$ cat src/sv/pdc_pkg.sv
// Shared types, constants and the control store of the deadband PID block.
// Used by pdc_divider and pid_deadband_controller; depends on nothing else.
`default_nettype none

package pdc_pkg;

    // Default fixed-point position of angles and gains
    localparam int FRAC_BITS_DEF = 8;

    // Configuration register indexes and reset values
    localparam int REG_IDX_W = 3;
    localparam int CFG_DATA_W = 32;

    typedef enum logic [REG_IDX_W-1:0] {
        REG_SETPOINT = 3'd0,
        REG_GAIN_P   = 3'd1,
        REG_GAIN_I   = 3'd2,
        REG_GAIN_D   = 3'd3,
        REG_DEADBAND = 3'd4,
        REG_PERIOD   = 3'd5
    } cfg_reg_idx_t;

    localparam logic signed [31:0] SETPOINT_RST = 32'sd0;
    localparam logic signed [23:0] GAIN_P_RST   = 24'sd8960;
    localparam logic signed [23:0] GAIN_I_RST   = 24'sd0;
    localparam logic signed [23:0] GAIN_D_RST   = 24'sd5120;
    localparam logic [7:0]         DEADBAND_RST = 8'd1;
    localparam logic [9:0]         PERIOD_RST   = 10'd5;

    // Shared divider: wide magnitude dividend, narrow divisor, 4 bits a cycle
    localparam int DIV_W      = 72;
    localparam int DVS_W      = 10;
    localparam int DIV_STEP   = 4;
    localparam int DIV_CYCLES = DIV_W / DIV_STEP;
    localparam int DIV_CNT_W  = $clog2(DIV_CYCLES + 1);

    // Integral gain scale (integral is kept in error times milliseconds)
    localparam logic [DVS_W-1:0] MILLI = 10'd1000;

    // Derivative term limit, 2^61
    localparam logic [DIV_W-1:0] DTERM_LIM = 72'd1 << 61;

    typedef struct packed {
        logic start;
        logic neg;
    } div_ctrl_t;

    typedef struct packed {
        logic busy;
        logic neg;
    } div_status_t;

    // Control word fields
    typedef enum logic [1:0] {
        COND_NONE,
        COND_INPUT,
        COND_DIV,
        COND_OUTPUT
    } cond_t;

    typedef enum logic [2:0] {
        OP_NONE,
        OP_ACCEPT,
        OP_ERROR,
        OP_INTEGRATE,
        OP_TERM_P,
        OP_TERM_I,
        OP_TERM_D,
        OP_EMIT
    } dp_op_t;

    typedef enum logic [2:0] {
        MUL_NONE,
        MUL_ERR_PER,
        MUL_P_ERR,
        MUL_I_LO,
        MUL_I_HI,
        MUL_D_DIFF
    } mul_sel_t;

    typedef enum logic [2:0] {
        ACC_HOLD,
        ACC_LOAD,
        ACC_ADD_HI,
        ACC_X1000_A,
        ACC_X1000_B
    } acc_op_t;

    typedef enum logic [1:0] {
        DIV_NONE,
        DIV_BY_MILLI,
        DIV_BY_PERIOD
    } div_sel_t;

    localparam int NUM_STEPS = 13;
    localparam int STEP_W    = $clog2(NUM_STEPS);

    localparam logic [STEP_W-1:0] STEP_ACCEPT = '0;

    typedef struct packed {
        cond_t             cond;
        logic              jump;
        logic [STEP_W-1:0] target;
        dp_op_t            op;
        mul_sel_t          mul;
        acc_op_t           acc;
        div_sel_t          div;
    } ctl_word_t;

    function automatic ctl_word_t mk_word(
        input cond_t    cond,
        input logic     jump,
        input dp_op_t   op,
        input mul_sel_t mul,
        input acc_op_t  acc,
        input div_sel_t div
    );
        ctl_word_t w;
        w.cond   = cond;
        w.jump   = jump;
        w.target = STEP_ACCEPT;
        w.op     = op;
        w.mul    = mul;
        w.acc    = acc;
        w.div    = div;
        return w;
    endfunction

    // Control store: one word per step. A word waits while its condition
    // holds, then does its work and falls through or jumps back to accept.
    function automatic ctl_word_t ucode_rom(input logic [STEP_W-1:0] step);
        ctl_word_t w;
        unique case (step)
            4'd0:  w = mk_word(COND_INPUT,  1'b0, OP_ACCEPT,    MUL_NONE,    ACC_HOLD,
                               DIV_NONE);
            4'd1:  w = mk_word(COND_NONE,   1'b0, OP_ERROR,     MUL_NONE,    ACC_HOLD,
                               DIV_NONE);
            4'd2:  w = mk_word(COND_NONE,   1'b0, OP_NONE,      MUL_ERR_PER, ACC_HOLD,
                               DIV_NONE);
            4'd3:  w = mk_word(COND_NONE,   1'b0, OP_INTEGRATE, MUL_P_ERR,   ACC_HOLD,
                               DIV_NONE);
            4'd4:  w = mk_word(COND_NONE,   1'b0, OP_TERM_P,    MUL_I_LO,    ACC_HOLD,
                               DIV_NONE);
            4'd5:  w = mk_word(COND_NONE,   1'b0, OP_NONE,      MUL_I_HI,    ACC_LOAD,
                               DIV_NONE);
            4'd6:  w = mk_word(COND_NONE,   1'b0, OP_NONE,      MUL_NONE,    ACC_ADD_HI,
                               DIV_NONE);
            4'd7:  w = mk_word(COND_NONE,   1'b0, OP_NONE,      MUL_D_DIFF,  ACC_HOLD,
                               DIV_BY_MILLI);
            4'd8:  w = mk_word(COND_NONE,   1'b0, OP_NONE,      MUL_NONE,    ACC_X1000_A,
                               DIV_NONE);
            4'd9:  w = mk_word(COND_NONE,   1'b0, OP_NONE,      MUL_NONE,    ACC_X1000_B,
                               DIV_NONE);
            4'd10: w = mk_word(COND_DIV,    1'b0, OP_TERM_I,    MUL_NONE,    ACC_HOLD,
                               DIV_BY_PERIOD);
            4'd11: w = mk_word(COND_DIV,    1'b0, OP_TERM_D,    MUL_NONE,    ACC_HOLD,
                               DIV_NONE);
            4'd12: w = mk_word(COND_OUTPUT, 1'b1, OP_EMIT,      MUL_NONE,    ACC_HOLD,
                               DIV_NONE);
            default: w = mk_word(COND_NONE, 1'b1, OP_NONE,      MUL_NONE,    ACC_HOLD,
                               DIV_NONE);
        endcase
        return w;
    endfunction

endpackage

`default_nettype wire

$ cat src/sv/pdc_divider.sv
// Iterative unsigned divider, four quotient bits a cycle, with a sign tag.
// Depends on pdc_pkg for widths and the control and status structs.
`default_nettype none

module pdc_divider
    import pdc_pkg::*;
(
    input  wire logic              aclk,
    input  wire logic              aresetn,
    input  wire div_ctrl_t         ctrl,
    input  wire logic [DIV_W-1:0]  dividend,
    input  wire logic [DVS_W-1:0]  divisor,
    output div_status_t            status,
    output logic [DIV_W-1:0]       quotient
);

    logic [DIV_CNT_W-1:0] cnt_reg;
    logic [DIV_W-1:0]     work_reg;
    logic [DIV_W-1:0]     work_next;
    logic [DVS_W-1:0]     rem_reg;
    logic [DVS_W-1:0]     rem_next;
    logic [DVS_W-1:0]     dvs_reg;
    logic                 neg_reg;

    // Restoring steps: dividend bits leave at the top, quotient bits enter below
    always_comb begin
        logic [DVS_W:0] trial;
        work_next = work_reg;
        rem_next  = rem_reg;
        for (int k = 0; k < DIV_STEP; k++) begin
            trial     = {rem_next, work_next[DIV_W-1]};
            work_next = {work_next[DIV_W-2:0], 1'b0};
            if (trial >= {1'b0, dvs_reg}) begin
                rem_next     = DVS_W'(trial - {1'b0, dvs_reg});
                work_next[0] = 1'b1;
            end else begin
                rem_next = trial[DVS_W-1:0];
            end
        end
    end

    // Step counter
    always_ff @(posedge aclk) begin
        if (!aresetn) begin
            cnt_reg <= '0;
        end else if (ctrl.start) begin
            cnt_reg <= DIV_CNT_W'(DIV_CYCLES);
        end else if (cnt_reg != '0) begin
            cnt_reg <= cnt_reg - {{(DIV_CNT_W-1){1'b0}}, 1'b1};
        end
    end

    // Load operands on start, then advance one group of bits a cycle
    always_ff @(posedge aclk) begin
        if (ctrl.start) begin
            work_reg <= dividend;
            rem_reg  <= '0;
            dvs_reg  <= divisor;
            neg_reg  <= ctrl.neg;
        end else if (cnt_reg != '0) begin
            work_reg <= work_next;
            rem_reg  <= rem_next;
        end
    end

    assign status.busy = (cnt_reg != '0);
    assign status.neg  = neg_reg;
    assign quotient    = work_reg;

`ifndef SYNTHESIS
    // No restart while a division runs
    a_no_restart: assert property (@(posedge aclk) disable iff (!aresetn)
        ctrl.start |-> cnt_reg == '0)
        else $error("divider started while busy");

    // A started division runs its full count on a nonzero divisor
    a_start_load: assert property (@(posedge aclk) disable iff (!aresetn)
        ctrl.start |=> (cnt_reg == DIV_CNT_W'(DIV_CYCLES) && dvs_reg != '0))
        else $error("divider start did not load a valid divisor");

    // Partial remainder stays below the divisor
    a_rem_range: assert property (@(posedge aclk) disable iff (!aresetn)
        cnt_reg != '0 |-> rem_reg < dvs_reg)
        else $error("divider remainder out of range");
`endif

endmodule

`default_nettype wire

$ cat src/sv/pid_deadband_controller.sv
// PID controller with error deadband: top level, sequencer and datapath.
// Depends on pdc_pkg (control store, types) and pdc_divider.
//
// Use: one measured angle per control tick on the s_ stream (s_tdata holds
// measured_angle, s_tuser the start_run flag that clears the integral and
// the previous error before the step). Each item gives one result on the
// m_ stream: m_tdata holds the saturated drive, m_tuser the clip flag.
// Gains, setpoint, deadband and period are written on the cfg_ channel,
// which is always ready; write them only while no item is in flight.
// A small control store steps a shared 32x32 multiplier, a 72-bit
// accumulator and one divider that yields four quotient bits a cycle.
// The result is registered at the final step; a new item is taken only
// after the last one has passed that step. Most of that time goes to the
// two divisions (integral term by 1000, derivative term by the period).
// s_tready is high only at the accept step. The result waits in the
// output register while the receiver stalls; the next item is then fully
// processed and held at the final step until the register frees.
// Reset (aresetn low, synchronous) clears integral and previous error,
// loads the register defaults and drops m_tvalid.
`default_nettype none

module pid_deadband_controller
    import pdc_pkg::*;
#(
    parameter int FRAC_BITS = FRAC_BITS_DEF
) (
    input  wire logic                  aclk,
    input  wire logic                  aresetn,
    // Input stream
    input  wire logic                  s_tvalid,
    output logic                       s_tready,
    input  wire logic [31:0]           s_tdata,   // [31:0] measured_angle
    input  wire logic [0:0]            s_tuser,   // [0] start_run
    // Result stream
    output logic                       m_tvalid,
    input  wire logic                  m_tready,
    output logic [7:0]                 m_tdata,   // [7:0] drive
    output logic [0:0]                 m_tuser,   // [0] clipped
    // Configuration writes
    input  wire logic                  cfg_valid,
    output logic                       cfg_ready,
    input  wire logic [REG_IDX_W-1:0]  cfg_index,
    input  wire logic [CFG_DATA_W-1:0] cfg_data
);

    localparam int SHIFT = 2 * FRAC_BITS;
    localparam logic [63:0] ROUND_BIAS = (64'd1 << SHIFT) - 64'd1;

    // Sequencer
    logic [STEP_W-1:0] pc_reg;
    logic [STEP_W-1:0] pc_next;
    ctl_word_t         ctl;
    logic              stall;
    logic              step_en;

    // Configuration
    logic signed [31:0] setpoint_reg;
    logic signed [23:0] gain_p_reg;
    logic signed [23:0] gain_i_reg;
    logic signed [23:0] gain_d_reg;
    logic [7:0]         deadband_reg;
    logic [9:0]         period_reg;

    // Controller state
    logic signed [47:0] integ_reg;
    logic signed [47:0] integ_next;
    logic signed [31:0] prev_err_reg;

    // Datapath
    logic signed [31:0] angle_reg;
    logic signed [31:0] err_reg;
    logic signed [31:0] err_next;
    logic [63:0]        prod_reg;
    logic [63:0]        prod_next;
    logic               prod_neg_reg;
    logic               prod_neg_next;
    logic [DIV_W-1:0]   acc_reg;
    logic [DIV_W-1:0]   acc_next;
    logic signed [63:0] total_reg;
    logic signed [63:0] total_next;

    // Output register
    logic               m_tvalid_reg;
    logic [7:0]         m_tdata_reg;
    logic               m_tuser_reg;
    logic [7:0]         drive_next;
    logic               clip_next;

    // Divider
    div_ctrl_t          div_ctl;
    div_status_t        div_st;
    logic [DIV_W-1:0]   div_quo;
    logic [DVS_W-1:0]   div_dvs;

    // Operand magnitudes and signs
    logic [9:0]         per_eff;
    logic [31:0]        err_mag;
    logic [23:0]        gp_mag;
    logic [23:0]        gi_mag;
    logic [23:0]        gd_mag;
    logic [47:0]        integ_mag;
    logic [32:0]        diff_full;
    logic [31:0]        diff_mag;
    logic [31:0]        mul_a;
    logic [31:0]        mul_b;
    logic signed [63:0] prod_sv;
    logic [DIV_W-1:0]   prod_w;

    // Sequencer: fetch, stall on the word's condition, advance or jump
    assign ctl = ucode_rom(pc_reg);

    always_comb begin
        unique case (ctl.cond)
            COND_NONE:   stall = 1'b0;
            COND_INPUT:  stall = !s_tvalid;
            COND_DIV:    stall = div_st.busy;
            COND_OUTPUT: stall = m_tvalid_reg && !m_tready;
            default:     stall = 1'b0;
        endcase
    end

    assign step_en = !stall;

    always_comb begin
        if (stall) begin
            pc_next = pc_reg;
        end else if (ctl.jump) begin
            pc_next = ctl.target;
        end else begin
            pc_next = pc_reg + {{(STEP_W-1){1'b0}}, 1'b1};
        end
    end

    assign s_tready  = (ctl.op == OP_ACCEPT);
    assign cfg_ready = 1'b1;

    // Magnitudes of signed operands; a zero period counts as one
    assign per_eff   = (period_reg == '0) ? 10'd1 : period_reg;
    assign err_mag   = err_reg[31] ? (32'd0 - err_reg) : err_reg;
    assign gp_mag    = gain_p_reg[23] ? (24'd0 - gain_p_reg) : gain_p_reg;
    assign gi_mag    = gain_i_reg[23] ? (24'd0 - gain_i_reg) : gain_i_reg;
    assign gd_mag    = gain_d_reg[23] ? (24'd0 - gain_d_reg) : gain_d_reg;
    assign integ_mag = integ_reg[47] ? (48'd0 - integ_reg) : integ_reg;
    assign diff_full = {err_reg[31], err_reg} - {prev_err_reg[31], prev_err_reg};
    assign diff_mag  = diff_full[32] ? 32'(33'd0 - diff_full) : diff_full[31:0];

    // Error: saturate to 32 bits, then zero inside the deadband
    always_comb begin
        logic [32:0] raw;
        logic [31:0] sat;
        logic [31:0] sat_mag;
        logic [31:0] thr;
        raw = {setpoint_reg[31], setpoint_reg} - {angle_reg[31], angle_reg};
        if (raw[32] != raw[31]) begin
            sat = raw[32] ? 32'h8000_0000 : 32'h7FFF_FFFF;
        end else begin
            sat = raw[31:0];
        end
        sat_mag = sat[31] ? (32'd0 - sat) : sat;
        thr     = {24'd0, deadband_reg} << FRAC_BITS;
        err_next = (sat_mag < thr) ? 32'sd0 : $signed(sat);
    end

    // Shared multiplier operand selection
    always_comb begin
        unique case (ctl.mul)
            MUL_ERR_PER: begin
                mul_a = err_mag;
                mul_b = {22'd0, per_eff};
                prod_neg_next = err_reg[31];
            end
            MUL_P_ERR: begin
                mul_a = err_mag;
                mul_b = {8'd0, gp_mag};
                prod_neg_next = err_reg[31] ^ gain_p_reg[23];
            end
            MUL_I_LO: begin
                mul_a = {8'd0, integ_mag[23:0]};
                mul_b = {8'd0, gi_mag};
                prod_neg_next = integ_reg[47] ^ gain_i_reg[23];
            end
            MUL_I_HI: begin
                mul_a = {8'd0, integ_mag[47:24]};
                mul_b = {8'd0, gi_mag};
                prod_neg_next = integ_reg[47] ^ gain_i_reg[23];
            end
            MUL_D_DIFF: begin
                mul_a = diff_mag;
                mul_b = {8'd0, gd_mag};
                prod_neg_next = diff_full[32] ^ gain_d_reg[23];
            end
            default: begin
                mul_a = '0;
                mul_b = '0;
                prod_neg_next = prod_neg_reg;
            end
        endcase
    end

    assign prod_next = {32'd0, mul_a} * {32'd0, mul_b};
    assign prod_sv   = $signed(prod_neg_reg ? (64'd0 - prod_reg) : prod_reg);
    assign prod_w    = {{(DIV_W-64){1'b0}}, prod_reg};

    // Accumulator: build wide products; x1000 as x1024 - x16 - x8
    always_comb begin
        unique case (ctl.acc)
            ACC_HOLD:    acc_next = acc_reg;
            ACC_LOAD:    acc_next = prod_w;
            ACC_ADD_HI:  acc_next = acc_reg + (prod_w << 24);
            ACC_X1000_A: acc_next = (prod_w << 10) - (prod_w << 4);
            ACC_X1000_B: acc_next = acc_reg - (prod_w << 3);
            default:     acc_next = acc_reg;
        endcase
    end

    // Integral update, saturated to 48 bits
    always_comb begin
        logic signed [49:0] sum;
        sum = $signed({{2{integ_reg[47]}}, integ_reg}) + $signed(prod_sv[49:0]);
        if (!sum[49] && sum[48:47] != 2'b00) begin
            integ_next = {1'b0, {47{1'b1}}};
        end else if (sum[49] && sum[48:47] != 2'b11) begin
            integ_next = {1'b1, {47{1'b0}}};
        end else begin
            integ_next = sum[47:0];
        end
    end

    // Term accumulation
    always_comb begin
        logic [63:0] mag;
        total_next = total_reg;
        mag        = '0;
        unique case (ctl.op)
            OP_TERM_P: begin
                total_next = prod_sv;
            end
            OP_TERM_I: begin
                mag = div_quo[63:0];
                total_next = total_reg + $signed(div_st.neg ? (64'd0 - mag) : mag);
            end
            OP_TERM_D: begin
                mag = (div_quo > DTERM_LIM) ? DTERM_LIM[63:0] : div_quo[63:0];
                total_next = total_reg + $signed(div_st.neg ? (64'd0 - mag) : mag);
            end
            default: begin
                total_next = total_reg;
            end
        endcase
    end

    // Drive: truncate toward zero to whole steps, saturate to a byte
    always_comb begin
        logic signed [63:0] biased;
        logic signed [63:0] scaled;
        biased = total_reg + $signed(total_reg[63] ? ROUND_BIAS : 64'd0);
        scaled = biased >>> SHIFT;
        if (scaled > 64'sd127) begin
            drive_next = 8'h7F;
            clip_next  = 1'b1;
        end else if (scaled < -64'sd128) begin
            drive_next = 8'h80;
            clip_next  = 1'b1;
        end else begin
            drive_next = scaled[7:0];
            clip_next  = 1'b0;
        end
    end

    // Divider start and operand choice
    assign div_ctl.start = step_en && (ctl.div != DIV_NONE);
    assign div_ctl.neg   = prod_neg_reg;
    assign div_dvs       = (ctl.div == DIV_BY_PERIOD) ? per_eff : MILLI;

    pdc_divider u_div (
        .aclk     (aclk),
        .aresetn  (aresetn),
        .ctrl     (div_ctl),
        .dividend (acc_reg),
        .divisor  (div_dvs),
        .status   (div_st),
        .quotient (div_quo)
    );

    // Control state, configuration, controller state and output valid
    always_ff @(posedge aclk) begin
        if (!aresetn) begin
            pc_reg       <= STEP_ACCEPT;
            m_tvalid_reg <= 1'b0;
            setpoint_reg <= SETPOINT_RST;
            gain_p_reg   <= GAIN_P_RST;
            gain_i_reg   <= GAIN_I_RST;
            gain_d_reg   <= GAIN_D_RST;
            deadband_reg <= DEADBAND_RST;
            period_reg   <= PERIOD_RST;
            integ_reg    <= '0;
            prev_err_reg <= '0;
        end else begin
            pc_reg <= pc_next;

            if (cfg_valid) begin
                unique case (cfg_reg_idx_t'(cfg_index))
                    REG_SETPOINT: setpoint_reg <= $signed(cfg_data[31:0]);
                    REG_GAIN_P:   gain_p_reg   <= $signed(cfg_data[23:0]);
                    REG_GAIN_I:   gain_i_reg   <= $signed(cfg_data[23:0]);
                    REG_GAIN_D:   gain_d_reg   <= $signed(cfg_data[23:0]);
                    REG_DEADBAND: deadband_reg <= cfg_data[7:0];
                    REG_PERIOD:   period_reg   <= cfg_data[9:0];
                    default: ;
                endcase
            end

            // Start flag clears history on the transfer itself
            if (step_en && ctl.op == OP_ACCEPT && s_tuser[0]) begin
                integ_reg    <= '0;
                prev_err_reg <= '0;
            end else if (step_en && ctl.op == OP_INTEGRATE) begin
                integ_reg <= integ_next;
            end else if (step_en && ctl.op == OP_EMIT) begin
                prev_err_reg <= err_reg;
            end

            if (step_en && ctl.op == OP_EMIT) begin
                m_tvalid_reg <= 1'b1;
            end else if (m_tready) begin
                m_tvalid_reg <= 1'b0;
            end
        end
    end

    // Payload registers
    always_ff @(posedge aclk) begin
        if (step_en && ctl.op == OP_ACCEPT) begin
            angle_reg <= $signed(s_tdata[31:0]);
        end
        if (step_en && ctl.op == OP_ERROR) begin
            err_reg <= err_next;
        end
        if (step_en && ctl.mul != MUL_NONE) begin
            prod_reg     <= prod_next;
            prod_neg_reg <= prod_neg_next;
        end
        if (step_en) begin
            acc_reg   <= acc_next;
            total_reg <= total_next;
        end
        if (step_en && ctl.op == OP_EMIT) begin
            m_tdata_reg <= drive_next;
            m_tuser_reg <= clip_next;
        end
    end

    assign m_tvalid   = m_tvalid_reg;
    assign m_tdata    = m_tdata_reg;
    assign m_tuser[0] = m_tuser_reg;

`ifndef SYNTHESIS
    // A clipped result always sits at one of the byte limits
    a_clip_limit: assert property (@(posedge aclk) disable iff (!aresetn)
        (m_tvalid && m_tuser[0]) |-> (m_tdata == 8'h7F || m_tdata == 8'h80))
        else $error("clip flag set on an unsaturated drive");

    // The program leaves no division running when it returns to accept
    a_div_idle: assert property (@(posedge aclk) disable iff (!aresetn)
        (pc_reg == STEP_ACCEPT) |-> !div_st.busy)
        else $error("divider busy at accept step");

    // A start flag clears the integral and the previous error
    a_start_clear: assert property (@(posedge aclk) disable iff (!aresetn)
        (s_tvalid && s_tready && s_tuser[0]) |=> (integ_reg == '0 && prev_err_reg == '0))
        else $error("start flag did not clear controller history");
`endif

endmodule

`default_nettype wire

$ cat config.mk
export PLATFORM = sky130hd
export DESIGN_NAME = pid_deadband_controller
export DESIGN_NICKNAME = d
export VERILOG_FILES = /design/src/sv/pdc_pkg.sv /design/src/sv/pdc_divider.sv /design/src/sv/pid_deadband_controller.sv
export SDC_FILE = /design/constraint.sdc
export NUM_CORES = 2
export LEC_CHECK = 0
export CORE_ASPECT_RATIO = 1.25
export CORE_UTILIZATION = 55
export DETAILED_ROUTE_END_ITERATION = 7
export DONT_BUFFER_PORTS = 1
export PLACE_DENSITY = 0.81
export SYNTH_ARGS = -nofsm -noshare
export SYNTH_HDL_FRONTEND = slang
export SYNTH_SLANG_ARGS = --single-unit
$ cat constraint.sdc
create_clock -name aclk -period 12.4 [get_ports aclk]
set_clock_uncertainty 0.1 [all_clocks]
set_input_delay 1.24 -clock aclk [delete_from_list [all_inputs] [get_ports aclk]]
set_output_delay 1.24 -clock aclk [all_outputs]
set_load 0.05 [all_outputs]
==> summary.txt <==
Routing
  • Detailed router's first-iteration violation count: between 6000 and 7000
  • Via count: 72471
  • Final routed wire length divided by cell count: approximately 25 µm
  • Remaining antenna violation count: 0
  • Drt total wl: ~290000 µm
  • Number of search-and-repair iterations in the first detailed-routing pass: 8
  • Ratio of routed vias to standard cells: ~6.3
  • DRC violations left: 0

Setup path
  • Arrival @ worst endpoint: 12310 ps
  • Crit path top cell by count: sky130_fd_sc_hd__fa_1
  • Number of cells on the worst reg-to-reg path: 42
  • Startpoint of the most critical register-to-register path: err_reg[0]$_SDFFCE_PN0P_
  • Crit path required time: roughly 13000 ps
  • Critical path start-end classification: register to register
  • Top fanout value on the critical path: 11
  • First element of the critical path: err_reg[0]$_SDFFCE_PN0P_
  • Slowest stage cell on the critical path: sky130_fd_sc_hd__a221o_1
  • Max stage delay on crit path: roughly 700 ps
  • Startpoint types: register
  • Capture point of the worst path: prod_reg[57]$_DFFE_PP_
  • Register-to-register path setup slack: between 400 and 500 ps
  • Endpoint class of the critical path: register
  • Terminus of the critical flop-to-flop path: prod_reg[57]$_DFFE_PP_

Global routing
  • Vias in the first global route: between 70000 and 80000
  • Met1 track demand over resource: around 45%
  • Global-route met2 utilization: between 60% and 70%
  • Highest-utilization routing layer at the global route stage: met2
  • Gr ovfl total: 0
  • Global Route met3 Usage: 6.583%
  • First-pass GRT wire length: roughly 440000 µm
  • Largest net degree at the start of global routing: roughly 130
  • Initial antenna violation count: 8
  • Global Route Usage Sum: 39.71%

Min path
  • Kind of path behind the tightest hold check: register to register
  • Worst hold path cell count: 2

Floorplanning
  • Die Span Y: ~420 µm
  • Core box area: ~140000 µm²
  • Starting density of the core: 55.63%
  • Number of primary I/O pins: 85
  • Die span in x: ~340 µm
  • Number of rows created at floorplan: between 150 and 200
  • Die area: about 140000 µm²

Logic synthesis
  • Sequential cell area fraction in the yosys report: about 19%
  • Number of library cell types mapped by synthesis: a little over 100
  • Mean instance size in the synthesized netlist: 8.156 µm²
  • Cell types with the largest area share after synthesis: sky130_fd_sc_hd__fa_1, sky130_fd_sc_hd__edfxtp_1, sky130_fd_sc_hd__ha_1
  • Commonest cells post-synth: sky130_fd_sc_hd__nand2_1, sky130_fd_sc_hd__inv_1, sky130_fd_sc_hd__fa_1
  • Post-synthesis instance area: between 70000 and 80000 µm²
  • Portion of synthesized cell area occupied by the leading cell type: between 15 and 20%
  • Post-synth EDFFs: between 300 and 400
  • Post-Syn Nets: 10997
  • Yosys top cell by area: sky130_fd_sc_hd__fa_1
  • Most repeated cell in the gate-level netlist after synthesis: sky130_fd_sc_hd__nand2_1
  • Count of warnings emitted by yosys: 0
  • Cell count after synthesis: 9646
  • Ys async rst share: 0%
  • Synthesized flop and latch total: about 590
  • Ys flop type: sky130_fd_sc_hd__edfxtp_1

Timing
  • Final Cycle Share: 96.31%
  • Slew at the pin closest to its max-slew limit: approximately 1400 ps
  • Final count of hold timing violations: 0
  • Hold slack: 353.0 ps
  • Tightest slew margin relative to the limit: between 4 and 5%
  • Clock period minus final worst setup slack: approximately 12000 ps
  • Final number of max-transition violations: 0
  • Setup repair after global routing missed its margin: false
  • F_max: about 0.084 GHz
  • Final Setup Violations: 0
  • Worst setup margin: 457.8 ps
  • Post-Route Setup TNS: 0 ps

Clock tree
  • CTS root buf: sky130_fd_sc_hd__clkbuf_16
  • Number of buffers between clock root and the deepest sink: 3
  • Count of H-tree levels built during CTS: 3
  • Clock tree from TritonCTS: built
  • Source-to-sink clock delay at the later pin of the worst-skew pair: 720 ps
  • Cts-stage hold buffer count: 0
  • Clock transition at the registers of the reported paths: around 70 ps
  • Clock Sinks: 588
  • CTS buffer count: 70

Layout
  • Fraction of layout cells with a size suffix above 1: roughly 5.5%
  • Area growth, synth to finish: 6.948%
  • Fraction of the core area covered by cells at the end of the flow: approximately 59%
  • Nets@finish: ~11000
  • Sequential cell area: around 15000 µm²
  • Multi-input logic area: roughly 58000 µm²
  • Total of fill cells in the finished design: roughly 13000

Place
  • Routability-driven placement congestion ratio: a little over 1
  • Post-detailed-placement half-perimeter wirelength: roughly 230000 µm
  • Setup slack after placement: 200.7 ps
  • Count of buffers inserted at the top-level ports: 0

Pwr
  • Leakage power of the design: 37.27 nW
  • Worst ir drop on vdd: roughly 0.15 mV
  • Total power divided by cell area: approximately 150 nW/µm²

Job
  • Max-capacitance violation count: 0

Status
  • Run status: completed
[power breakdown]
group,leakage (nW),internal (W),switching (W)
logic,30.9,0.00257,0.00440
clock network,1.20,0.00133,0.000972
registers,5.18,0.00253,0.000466
total,37.3,0.00643,0.00584
[critical path, delay by kind of cell, from the launching register on]
kind                     cells  cell delay, ps
flip-flops                   1             430
adder cells (fa/ha/maj)     10            4490
AO/OA/AOI/OAI               19            5140
multiplexers                 1             200
XOR/XNOR                     2             250
AND/OR/NAND/NOR              4             600
buffers and inverters        6             450
[metal layers]
| metal | vias to the layer above | share of wire, % |
|---|---|---|
| li1 | 32833 | - |
| met1 | 35075 | 36 |
| met2 | 3456 | 47 |
| met3 | 1095 | 7.6 |
| met4 | 12 | 9.4 |
| met5 | - | 0.025 |
[final cells by class]
class	count	area share, %
antenna	2	0.005948
clock buffer	80	2.150
clock inverter	50	0.8238
inverter	1101	4.916
multi-input combinational	7531	68.90
sequential	588	18.18
tap	1872	2.784
timing repair buffer	231	2.236
[kinds of logic after synthesis]
| kind of cell | share of synthesized area [%] |
|---|---|
| compound gates | 19.86 |
| xor+xnor | 7.211 |
| fa+ha+maj | 26.72 |
| buf+inv | 7.405 |
| flops | 19.44 |
| mux | 0.8731 |
| other cells | 0.004766 |
| simple gates | 18.49 |
[worst min-delay path by stage]
stage | from | endpoint
floorplan | prod_neg_reg$_DFFE_PP_ | u_div.neg_reg$_DFFE_PP_
global placement | prev_err_reg[14]$_SDFFE_PP0P_ | prev_err_reg[14]$_SDFFE_PP0P_
detailed placement | prev_err_reg[4]$_SDFFE_PP0P_ | prev_err_reg[4]$_SDFFE_PP0P_
CTS | prev_err_reg[12]$_SDFFE_PP0P_ | prev_err_reg[12]$_SDFFE_PP0P_
global route | prev_err_reg[4]$_SDFFE_PP0P_ | prev_err_reg[4]$_SDFFE_PP0P_
finish | prev_err_reg[4]$_SDFFE_PP0P_ | prev_err_reg[4]$_SDFFE_PP0P_
[through the flow]
| stage | cell area, µm² | total power [W] | instances |
|---|---|---|---|
| 3_3_place_gp | 81530 | 0.009694 | 11320 |
| 2_1_floorplan | 78670 | 0.007603 | 9646 |
| 4_1_cts | 84040 | 0.01211 | 11450 |
| 6_report | 84140 | 0.01227 | 11455 |
| 3_5_place_dp | 81530 | 0.009769 | 11320 |
| 5_1_grt | 84140 | 0.01293 | 11453 |
[cell usage in the layout (no fill, tap or decap), types with 218 or more instances in the layout]
master	n
sky130_fd_sc_hd__nand2_1	1465
sky130_fd_sc_hd__inv_1	1097
sky130_fd_sc_hd__fa_1	670
sky130_fd_sc_hd__a21oi_1	635
sky130_fd_sc_hd__ha_1	608
sky130_fd_sc_hd__nor2_1	554
sky130_fd_sc_hd__o21ai_0	461
sky130_fd_sc_hd__edfxtp_1	352
sky130_fd_sc_hd__xor2_1	322
sky130_fd_sc_hd__xnor2_1	322
sky130_fd_sc_hd__dfxtp_1	235
sky130_fd_sc_hd__and2_1	225
sky130_fd_sc_hd__a21o_1	218
sky130_fd_sc_hd__buf_4	218
[timing repair]
item                                    CTS  global route
endpoints found under the setup margin    0            27
buffers inserted                          0             2
gates resized for setup                   0            22
No activity file was read; power rests on OpenSTA's default activity.
